--- config.mk ---
export PLATFORM = sky130hd
export DESIGN_NAME = fuzzy_membership_eval
export DESIGN_NICKNAME = d
export VERILOG_FILES = /design/src/fme_pkg.sv /design/src/fme_divider.sv /design/src/fuzzy_membership_eval.sv
export VERILOG_INCLUDE_DIRS = /design/src /design/src/src
export SDC_FILE = /design/constraint.sdc
export NUM_CORES = 2
export LEC_CHECK = 0
export ABC_CLOCK_PERIOD_IN_PS = 55200
export CORE_MARGIN = 2
export CORE_UTILIZATION = 40
export DETAILED_ROUTE_END_ITERATION = 8
export DONT_BUFFER_PORTS = 1
export PLACE_DENSITY = 0.63
export SETUP_SLACK_MARGIN = 0.3
export SYNTH_ARGS = -nofsm -noshare
export SYNTH_HDL_FRONTEND = slang
export SYNTH_SLANG_ARGS = --single-unit
export TNS_END_PERCENT = 50
--- constraint.sdc ---
create_clock -name clk -period 55.2 [get_ports clk]
set_input_delay 2.76 -clock clk [delete_from_list [all_inputs] [get_ports clk]]
set_output_delay 2.76 -clock clk [all_outputs]
set_load 0.005 [all_outputs]
--- src/fuzzy_membership_eval_defines.svh ---
// ----------------------------------------------------------------------------
// Assertion macros for the fuzzy membership evaluator
// Each macro expands to a labeled concurrent assertion, or to nothing.
// ----------------------------------------------------------------------------
`ifndef FUZZY_MEMBERSHIP_EVAL_DEFINES_SVH
`define FUZZY_MEMBERSHIP_EVAL_DEFINES_SVH
`ifndef SYNTHESIS
`define FME_ASSERT(label, clk, rst_n, prop, msg) \
    label: assert property (@(posedge clk) disable iff (!rst_n) (prop)) else $error(msg);
`define FME_ASSERT_IMP(label, clk, rst_n, ante, cons, msg) \
    label: assert property (@(posedge clk) disable iff (!rst_n) (ante) |-> (cons)) \
        else $error(msg);
`else
`define FME_ASSERT(label, clk, rst_n, prop, msg)
`define FME_ASSERT_IMP(label, clk, rst_n, ante, cons, msg)
`endif
`endif

--- src/fme_pkg.sv ---
// ----------------------------------------------------------------------------
// Fuzzy membership package
// Shared constants and codes of the membership evaluator.
// ----------------------------------------------------------------------------
package fme_pkg;
    localparam int SampleBitsDefault = 16;
    localparam int FracBitsDefault   = 16;
    localparam int CfgIdxBits        = 3;

    typedef enum logic [1:0] {
        MODE_TRI   = 2'd0,
        MODE_SHLD  = 2'd1,
        MODE_SCURV = 2'd2,
        MODE_PI    = 2'd3
    } curve_mode_t;

    localparam logic [CfgIdxBits-1:0] REG_MODE  = 3'd0;
    localparam logic [CfgIdxBits-1:0] REG_FALL  = 3'd1;
    localparam logic [CfgIdxBits-1:0] REG_A     = 3'd2;
    localparam logic [CfgIdxBits-1:0] REG_B     = 3'd3;
    localparam logic [CfgIdxBits-1:0] REG_C     = 3'd4;

    // shaping applied after the ratio
    typedef enum logic [2:0] {
        SH_ZERO  = 3'd0,
        SH_ONE   = 3'd1,
        SH_LIN   = 3'd2,
        SH_SQ    = 3'd3,
        SH_ONESQ = 3'd4
    } shape_t;
endpackage

--- src/fme_divider.sv ---
// ----------------------------------------------------------------------------
// Pipelined restoring divider
// Computes floor(num * 2^FRAC_BITS / den), one quotient bit per stage.
// ----------------------------------------------------------------------------
`include "fuzzy_membership_eval_defines.svh"
module fme_divider
    import fme_pkg::*;
#(
    parameter int DW = 17,
    parameter int QW = 17,
    parameter int TW = 8
) (
    input  logic          clk,
    input  logic          rst_n,
    input  logic          en,
    input  logic          in_valid,
    input  logic [DW-1:0] num,
    input  logic [DW-1:0] den,
    input  logic [TW-1:0] in_tag,
    output logic          out_valid,
    output logic [QW-1:0] quo,
    output logic [TW-1:0] out_tag
);
    // num <= den, so the quotient fits QW = FRAC+1 bits
    logic [QW:0]   vld_reg;
    logic [DW:0]   rem_reg [QW+1];
    logic [DW-1:0] den_reg [QW+1];
    logic [QW-1:0] q_reg   [QW+1];
    logic [TW-1:0] tag_reg [QW+1];

    always_comb
    begin
        rem_reg[0] = {1'b0, num};
        den_reg[0] = den;
        q_reg[0]   = '0;
        tag_reg[0] = in_tag;
        vld_reg[0] = in_valid;
    end

    for (genvar i = 0; i < QW; i++)
    begin : g_stage
        logic [DW+1:0] rem_next;
        logic [DW+1:0] diff_next;
        logic [DW:0]   rem_sel;
        logic          bit_q;
        // first step compares without shifting (integer bit of quotient)
        assign rem_next  = (i == 0) ? {1'b0, rem_reg[i]} : {rem_reg[i], 1'b0};
        assign diff_next = rem_next - {2'b00, den_reg[i]};
        assign bit_q     = !diff_next[DW+1];
        assign rem_sel   = bit_q ? diff_next[DW:0] : rem_next[DW:0];

        always_ff @(posedge clk or negedge rst_n)
        begin
            if (!rst_n)
            begin
                vld_reg[i+1] <= 1'b0;
            end
            else if (en)
            begin
                vld_reg[i+1] <= vld_reg[i];
            end
        end

        always_ff @(posedge clk)
        begin
            if (en)
            begin
                rem_reg[i+1] <= rem_sel;
                den_reg[i+1] <= den_reg[i];
                q_reg[i+1]   <= {q_reg[i][QW-2:0], bit_q};
                tag_reg[i+1] <= tag_reg[i];
            end
        end
    end

    assign out_valid = vld_reg[QW];
    assign quo       = q_reg[QW];
    assign out_tag   = tag_reg[QW];

    `FME_ASSERT(a_div_noflow, clk, rst_n, !en |=> $stable(vld_reg[QW]), "divider moved while stalled")
    `FME_ASSERT(a_div_first, clk, rst_n, en && vld_reg[0] && (rem_reg[0][DW-1:0] <= den_reg[0]) && den_reg[0] != '0 |=> !(q_reg[1][0] && rem_reg[1] >= {1'b0, den_reg[1]}), "remainder not reduced")
    `FME_ASSERT(a_div_q, clk, rst_n, en |=> vld_reg[1] == $past(vld_reg[0]), "valid lost at entry")
endmodule

--- src/fuzzy_membership_eval.sv ---
// ----------------------------------------------------------------------------
// Fuzzy membership evaluator
// Maps a signed crisp sample to a membership degree under a configurable
// triangle, shoulder, S or Pi curve.
// ----------------------------------------------------------------------------
// Usage: sample words enter on sample_valid/sample_ready; results leave on
// result_valid/result_ready as membership (1.0 = 2^FRAC_BITS) and
// param_error. Configuration uses cfg_we, cfg_index and cfg_data; the user
// must write it only while the block is idle; the block leaves it unchecked.
// Throughput: one word per clock while results are taken. The divider
// resolves one quotient bit per stage (2 front stages, FRAC+1 divider
// stages, a squaring stage and a finishing stage).
// The whole pipeline advances when the output register is empty or is being
// taken; a stalled receiver freezes every stage, so nothing is lost.
// Reset clears all valid bits and sets every configuration register to zero
// (triangle over 0,0,0).
// ----------------------------------------------------------------------------
`include "fuzzy_membership_eval_defines.svh"
module fuzzy_membership_eval
    import fme_pkg::*;
#(
    parameter int SAMPLE_BITS = SampleBitsDefault,
    parameter int FRAC_BITS   = FracBitsDefault
) (
    input  logic                   clk,
    input  logic                   rst_n,
    input  logic                   cfg_we,
    input  logic [CfgIdxBits-1:0]  cfg_index,
    input  logic [SAMPLE_BITS-1:0] cfg_data,
    input  logic                   sample_valid,
    output logic                   sample_ready,
    input  logic [SAMPLE_BITS-1:0] sample,
    output logic                   result_valid,
    input  logic                   result_ready,
    output logic [FRAC_BITS:0]     membership,
    output logic                   param_error
);
    localparam int DW = SAMPLE_BITS + 1;
    localparam int QW = FRAC_BITS + 1;
    localparam int TW = 4;
    localparam logic [QW-1:0] ONE = QW'(1) << FRAC_BITS;

    typedef struct packed {
        logic   err;
        logic   inv;
        shape_t shape;
    } tag_t;

    curve_mode_t                    mode_reg;
    logic                           fall_reg;
    logic signed [SAMPLE_BITS-1:0]  a_reg, b_reg, c_reg;

    always_ff @(posedge clk or negedge rst_n)
    begin
        if (!rst_n)
        begin
            mode_reg <= MODE_TRI;
            fall_reg <= 1'b0;
            a_reg    <= '0;
            b_reg    <= '0;
            c_reg    <= '0;
        end
        else if (cfg_we)
        begin
            unique case (cfg_index)
                REG_MODE: mode_reg <= curve_mode_t'(cfg_data[1:0]);
                REG_FALL: fall_reg <= cfg_data[0];
                REG_A:    a_reg <= cfg_data;
                REG_B:    b_reg <= cfg_data;
                REG_C:    c_reg <= cfg_data;
                default:  ;
            endcase
        end
    end

    logic en;
    assign en           = !result_valid || result_ready;
    assign sample_ready = en;

    // stage 1: register sample
    logic                          v1_reg;
    logic signed [SAMPLE_BITS-1:0] x1_reg;
    always_ff @(posedge clk or negedge rst_n)
    begin
        if (!rst_n)
            v1_reg <= 1'b0;
        else if (en)
            v1_reg <= sample_valid;
    end
    always_ff @(posedge clk)
    begin
        if (en)
            x1_reg <= sample;
    end

    // stage 2: classify, pick numerator / denominator
    logic signed [SAMPLE_BITS:0] x, a, b, c;
    logic signed [SAMPLE_BITS+1:0] x2, ab;
    logic [DW-1:0] num_next, den_next;
    tag_t          tag_next;
    logic          err;
    logic          down;
    logic signed [SAMPLE_BITS:0] lo, hi;

    always_comb
    begin
        x = {x1_reg[SAMPLE_BITS-1], x1_reg};
        a = {a_reg[SAMPLE_BITS-1], a_reg};
        b = {b_reg[SAMPLE_BITS-1], b_reg};
        c = {c_reg[SAMPLE_BITS-1], c_reg};
        err = (a > b) || ((mode_reg == MODE_TRI || mode_reg == MODE_PI) && b > c);
        num_next = '0;
        den_next = '0;
        tag_next = '{err: err, inv: 1'b0, shape: SH_ZERO};
        lo = a;
        hi = b;
        down = fall_reg;
        if (mode_reg == MODE_PI && !(x < b))
        begin
            lo = b;
            hi = c;
            down = 1'b1;
        end
        else if (mode_reg == MODE_PI)
        begin
            down = 1'b0;
        end
        x2 = {x, 1'b0};
        ab = {lo[SAMPLE_BITS], lo} + {hi[SAMPLE_BITS], hi};
        if (!err)
        begin
            unique case (mode_reg)
                MODE_TRI:
                begin
                    if (x <= a || x > c)
                        tag_next.shape = SH_ZERO;
                    else if (x <= b)
                    begin
                        tag_next.shape = SH_LIN;
                        num_next = DW'(x - a);
                        den_next = DW'(b - a);
                    end
                    else
                    begin
                        tag_next.shape = SH_LIN;
                        num_next = DW'(c - x);
                        den_next = DW'(c - b);
                    end
                end
                MODE_SHLD:
                begin
                    if (x <= a)
                        tag_next.shape = down ? SH_ONE : SH_ZERO;
                    else if (x > b)
                        tag_next.shape = down ? SH_ZERO : SH_ONE;
                    else
                    begin
                        tag_next.shape = SH_LIN;
                        num_next = down ? DW'(b - x) : DW'(x - a);
                        den_next = DW'(b - a);
                    end
                end
                default:
                begin
                    tag_next.inv = down;
                    den_next = DW'(hi - lo);
                    if (x <= lo)
                        tag_next.shape = SH_ZERO;
                    else if (x2 <= ab)
                    begin
                        tag_next.shape = SH_SQ;
                        num_next = DW'(x - lo);
                    end
                    else if (x <= hi)
                    begin
                        tag_next.shape = SH_ONESQ;
                        num_next = DW'(hi - x);
                    end
                    else
                        tag_next.shape = SH_ONE;
                end
            endcase
        end
    end

    logic          v2_reg;
    logic [DW-1:0] num2_reg, den2_reg;
    tag_t          tag2_reg;
    always_ff @(posedge clk or negedge rst_n)
    begin
        if (!rst_n)
            v2_reg <= 1'b0;
        else if (en)
            v2_reg <= v1_reg;
    end
    always_ff @(posedge clk)
    begin
        if (en)
        begin
            num2_reg <= num_next;
            den2_reg <= den_next;
            tag2_reg <= tag_next;
        end
    end

    logic          vd;
    logic [QW-1:0] qd;
    logic [TW:0]   tagd_raw;
    tag_t          tagd;

    fme_divider #(.DW(DW), .QW(QW), .TW(TW+1)) u_div (
        .clk      (clk),
        .rst_n    (rst_n),
        .en       (en),
        .in_valid (v2_reg),
        .num      (num2_reg),
        .den      (den2_reg),
        .in_tag   (tag2_reg),
        .out_valid(vd),
        .quo      (qd),
        .out_tag  (tagd_raw)
    );
    assign tagd = tag_t'(tagd_raw);

    // ratio: zero denominator means ONE; num <= den so no cap needed otherwise
    logic [QW-1:0] r;
    assign r = (qd > ONE) ? ONE : qd;

    // stage: square
    logic            v3_reg;
    logic [2*QW-1:0] sq3_reg;
    logic [QW-1:0]   r3_reg;
    tag_t            tag3_reg;
    always_ff @(posedge clk or negedge rst_n)
    begin
        if (!rst_n)
            v3_reg <= 1'b0;
        else if (en)
            v3_reg <= vd;
    end
    always_ff @(posedge clk)
    begin
        if (en)
        begin
            sq3_reg  <= r * r;
            r3_reg   <= r;
            tag3_reg <= tagd;
        end
    end

    // finish
    logic [2*QW:0] sq2;
    logic [QW-1:0] v_sq, m_pre, m_next;
    always_comb
    begin
        sq2  = {sq3_reg, 1'b0} >> FRAC_BITS;
        v_sq = (sq2 > (2*QW+1)'(ONE)) ? ONE : sq2[QW-1:0];
        unique case (tag3_reg.shape)
            SH_ONE:   m_pre = ONE;
            SH_LIN:   m_pre = r3_reg;
            SH_SQ:    m_pre = v_sq;
            SH_ONESQ: m_pre = ONE - v_sq;
            default:  m_pre = '0;
        endcase
        if (tag3_reg.err)
            m_next = '0;
        else if (tag3_reg.inv)
            m_next = ONE - m_pre;
        else
            m_next = m_pre;
    end

    logic          out_v_reg;
    logic [QW-1:0] mem_reg;
    logic          err_reg;
    always_ff @(posedge clk or negedge rst_n)
    begin
        if (!rst_n)
            out_v_reg <= 1'b0;
        else if (en)
            out_v_reg <= v3_reg;
    end
    always_ff @(posedge clk)
    begin
        if (en)
        begin
            mem_reg <= m_next;
            err_reg <= tag3_reg.err;
        end
    end

    assign result_valid = out_v_reg;
    assign membership   = mem_reg;
    assign param_error  = err_reg;

    `FME_ASSERT(a_range, clk, rst_n, result_valid |-> membership <= ONE, "membership above one")
    `FME_ASSERT(a_err_zero, clk, rst_n, result_valid && param_error |-> membership == '0, "error with nonzero membership")
    `FME_ASSERT(a_hold, clk, rst_n, result_valid && !result_ready |=> result_valid && $stable(membership), "result dropped under stall")
endmodule
==> impl_metrics.tcl <==
set metrics [dict create \
    clock-root-buffer "sky130_fd_sc_hd__clkbuf_16" \
    half_perimeter_wire_length_after_detailed_placement_um 113000 \
    postSynthRegisterBits 984 \
    post-synth-top-count-cell "sky130_fd_sc_hd__edfxtp_1" \
    drt_pre_antenna_iters 6 \
    timing.hold.worst.start "u_div.tag_reg[51]" \
    overall_routed_net_length_um 146000 \
    synth.yosys.warnings 0 \
    core_area_um2 159000 \
    die_height_um 404 \
    synth_area_um2 64100 \
    cts_resized 0 \
    initial_core_util_pct 40.4 \
    clock_sinks 984 \
    rows 146 \
    dr_total_vias 41900 \
    period_share_pct 16.4 \
    final.fill_count 14600 \
    cts_hold_buf 0 \
    viasPerCell 5.27 \
    cts-buffers-inserted 105 \
    postSynthAreaPerCell_um2 11.2 \
    worst_min_delay_path_endpoint "u_div.tag_reg[46]" \
    hold_path.class "register to register" \
    critical_path_class "register to register" \
    r2r_end "num2_reg[7]" \
    critPathBufInv 3 \
    ctsHtreeMaxLevel 3 \
    timing.setup.tns_ns 0 \
    timing.max_slew.rel_slack_pct 13.7 \
    route.detailed.wl_per_inst_um 18.4 \
    track_usage_pct 17.8 \
    horiz_die_dim_um 404 \
    num_io_pins 60 \
    timing_max_transition_violations_final 0 \
    worst_r2r_startpoint "x1_reg[15]" \
    ff2ff_setup_slack_ns 46.15 \
    synth.cells.most_frequent "912 x sky130_fd_sc_hd__edfxtp_1, 761 x sky130_fd_sc_hd__inv_1, 542 x sky130_fd_sc_hd__ha_1" \
    largest_cells_by_area_after_synthesis "sky130_fd_sc_hd__edfxtp_1 43%, sky130_fd_sc_hd__ha_1 11%, sky130_fd_sc_hd__fa_1 6.7%, sky130_fd_sc_hd__mux2_2 4.8%, sky130_fd_sc_hd__inv_1 4.5%" \
    antenna_found_initial 6 \
    die_area_um2 163000 \
    cp-end-kind "register" \
    unrepaired_setup_endpoints_after_global_routing "no" \
    cts_max_path_buffers 3 \
    tritoncts "built" \
    via_count_of_the_first_global_routing_pass 41500 \
    timing.critical_path.slowest_cell_delay_ns 0.66 \
    portBuffers 0 \
    finalCriticalPeriod_ns 9.05 \
    synth_enable_flop_cells 912 \
    clock_insertion_delay_worst_skew_ns 0.77 \
    cp_max_fo 54 \
    leading_register_cell_type_out_of_synthesis "sky130_fd_sc_hd__edfxtp_1" \
    timing.critical_path.from_type "register" \
    areaGrowthSynthToFinish_pct 9.69 \
    share_of_async_settable_or_async_resettable_flops_after_synthesis_pct 7.32 \
    finalWeightedCongestion 0.920 \
    drive_above_1_share_pct 9.16 \
    pin_count_of_the_biggest_net_entering_global_routing 176 \
    maxCapViolCount 0 \
    grt_first_pass_wirelength_um 230000 \
    required_ns 55.69 \
    largest_register_ffs 288 \
    synth_top_cell_area_share_pct 42.7 \
    setup_viol 0 \
    clkTransAtPathRegs_ns 0.06 \
    synth_seq_area_share_pct 45.5 \
    critPathArrivalTime_ns 9.54 \
    detail_route.drc_violations 0 \
    critical_path.most_common_cell "sky130_fd_sc_hd__ha_1" \
    clock.fmax_mhz 110 \
    synthCells 5725 \
    rr_worst_depth 32 \
    synthDistinctLibCells 93 \
    whs_ns 0.409 \
    finish.net_count 6588 \
    slew_of_the_pin_with_the_lowest_slew_margin_ns 1.29 \
    crit_family "compound AO/OA/AOI/OAI gates" \
    synthDominantAreaCellType "sky130_fd_sc_hd__edfxtp_1" \
    clock_skew_ns 0.0674 \
    post_cts_buffers 0 \
    critPathSlowestCell "sky130_fd_sc_hd__a2111oi_0" \
    antenna_violating_nets_post_route 0 \
    first_iter_violations 2652 \
    finalHoldViolCount 0 \
    hold-path-cell-count 0 \
    run_status "finished clean" \
    global_route.overflow_total 0 \
]
==> area by class of cell <==
type | instances | area [um2] | area share (%)
sequential | 984 | 29200 | 41.5
clock buffer | 122 | 2710 | 3.86
antenna | 4 | 10.0 | 0.0142
clock inverter | 76 | 816 | 1.16
inverter | 761 | 2860 | 4.06
tap | 2072 | 2590 | 3.69
timing repair buffer | 39 | 305 | 0.434
multi-input combinational | 3901 | 31800 | 45.3
==> cells in the final DEF, fill, tap and decap left out, types with 18 or more instances in the layout <==
master                        n
sky130_fd_sc_hd__a211oi_1    45
sky130_fd_sc_hd__a21boi_0    66
sky130_fd_sc_hd__a21o_1      98
sky130_fd_sc_hd__a21oi_1    255
sky130_fd_sc_hd__a22oi_1     24
sky130_fd_sc_hd__a31oi_1     77
sky130_fd_sc_hd__a41oi_1     18
sky130_fd_sc_hd__and2_1      74
sky130_fd_sc_hd__and3_1      48
sky130_fd_sc_hd__buf_4       38
sky130_fd_sc_hd__clkbuf_16  106
sky130_fd_sc_hd__clkinv_1    28
sky130_fd_sc_hd__clkinv_2    18
sky130_fd_sc_hd__conb_1      25
sky130_fd_sc_hd__dfrtp_1     72
sky130_fd_sc_hd__edfxtp_1   912
sky130_fd_sc_hd__fa_1       214
sky130_fd_sc_hd__ha_1       542
sky130_fd_sc_hd__inv_1      761
sky130_fd_sc_hd__mux2_2     272
sky130_fd_sc_hd__mux2i_1     59
sky130_fd_sc_hd__nand2_1    304
sky130_fd_sc_hd__nand2b_1    61
sky130_fd_sc_hd__nand3_1     83
sky130_fd_sc_hd__nand4_1     20
sky130_fd_sc_hd__nor2_1     381
sky130_fd_sc_hd__nor2b_1    102
sky130_fd_sc_hd__nor3_1     106
sky130_fd_sc_hd__o211ai_1    24
sky130_fd_sc_hd__o21a_1      74
sky130_fd_sc_hd__o21ai_0    239
sky130_fd_sc_hd__o21bai_1    28
sky130_fd_sc_hd__o31ai_1     44
sky130_fd_sc_hd__or2_2       23
sky130_fd_sc_hd__or3_1       24
sky130_fd_sc_hd__xnor2_1    216
sky130_fd_sc_hd__xor2_1     105
==> worst max path at each step <==
stage,depth (start not counted),start,end,slack (ns)
finish,32,x1_reg[15],num2_reg[7],46.15
CTS,32,x1_reg[1],num2_reg[7],46.37
detailed placement,32,x1_reg[1],num2_reg[7],46.39
global placement,32,x1_reg[1],num2_reg[7],46.51
global route,32,x1_reg[1],num2_reg[7],45.73
floorplan,3,result_ready,u_div.vld_reg[2],24.18
==> routing by layer <==
| layer | share of wire (%) | GRT usage [%] |
|---|---|---|
| met5 | 0.0061 | 0 |
| met4 | 3.4 | 5.95 |
| met3 | 4.0 | 2.48 |
| met2 | 48 | 30.4 |
| met1 | 44 | 23.2 |
==> cells by family after synthesis <==
kind of cell             Yosys count  share of synthesized area [%]
AND/OR/NAND/NOR                 1294                           9.79
other                              2                         0.0117
multiplexers                     331                           5.70
flip-flops                       984                           45.5
AO/OA/AOI/OAI                   1161                           12.0
adder cells (fa/ha/maj)          759                           17.3
buffers and inverters            863                           5.09
XOR/XNOR                         331                           4.55
==> per-stage QoR <==
step	std cells	instance area [um2]	utilization [%]	setup slack, ns
final	7959	70300	44.3	46.15
after detailed placement	7757	66800	42.1	46.39
after global routing	7956	70300	44.3	45.73
after CTS	7955	70300	44.3	46.37
after global placement	7757	66800	42.1	46.51
after floorplan	5748	64200	-	24.18
Power is not shown: default switching activity piles up to over one toggle a cycle in this logic, so the estimate is an artifact.
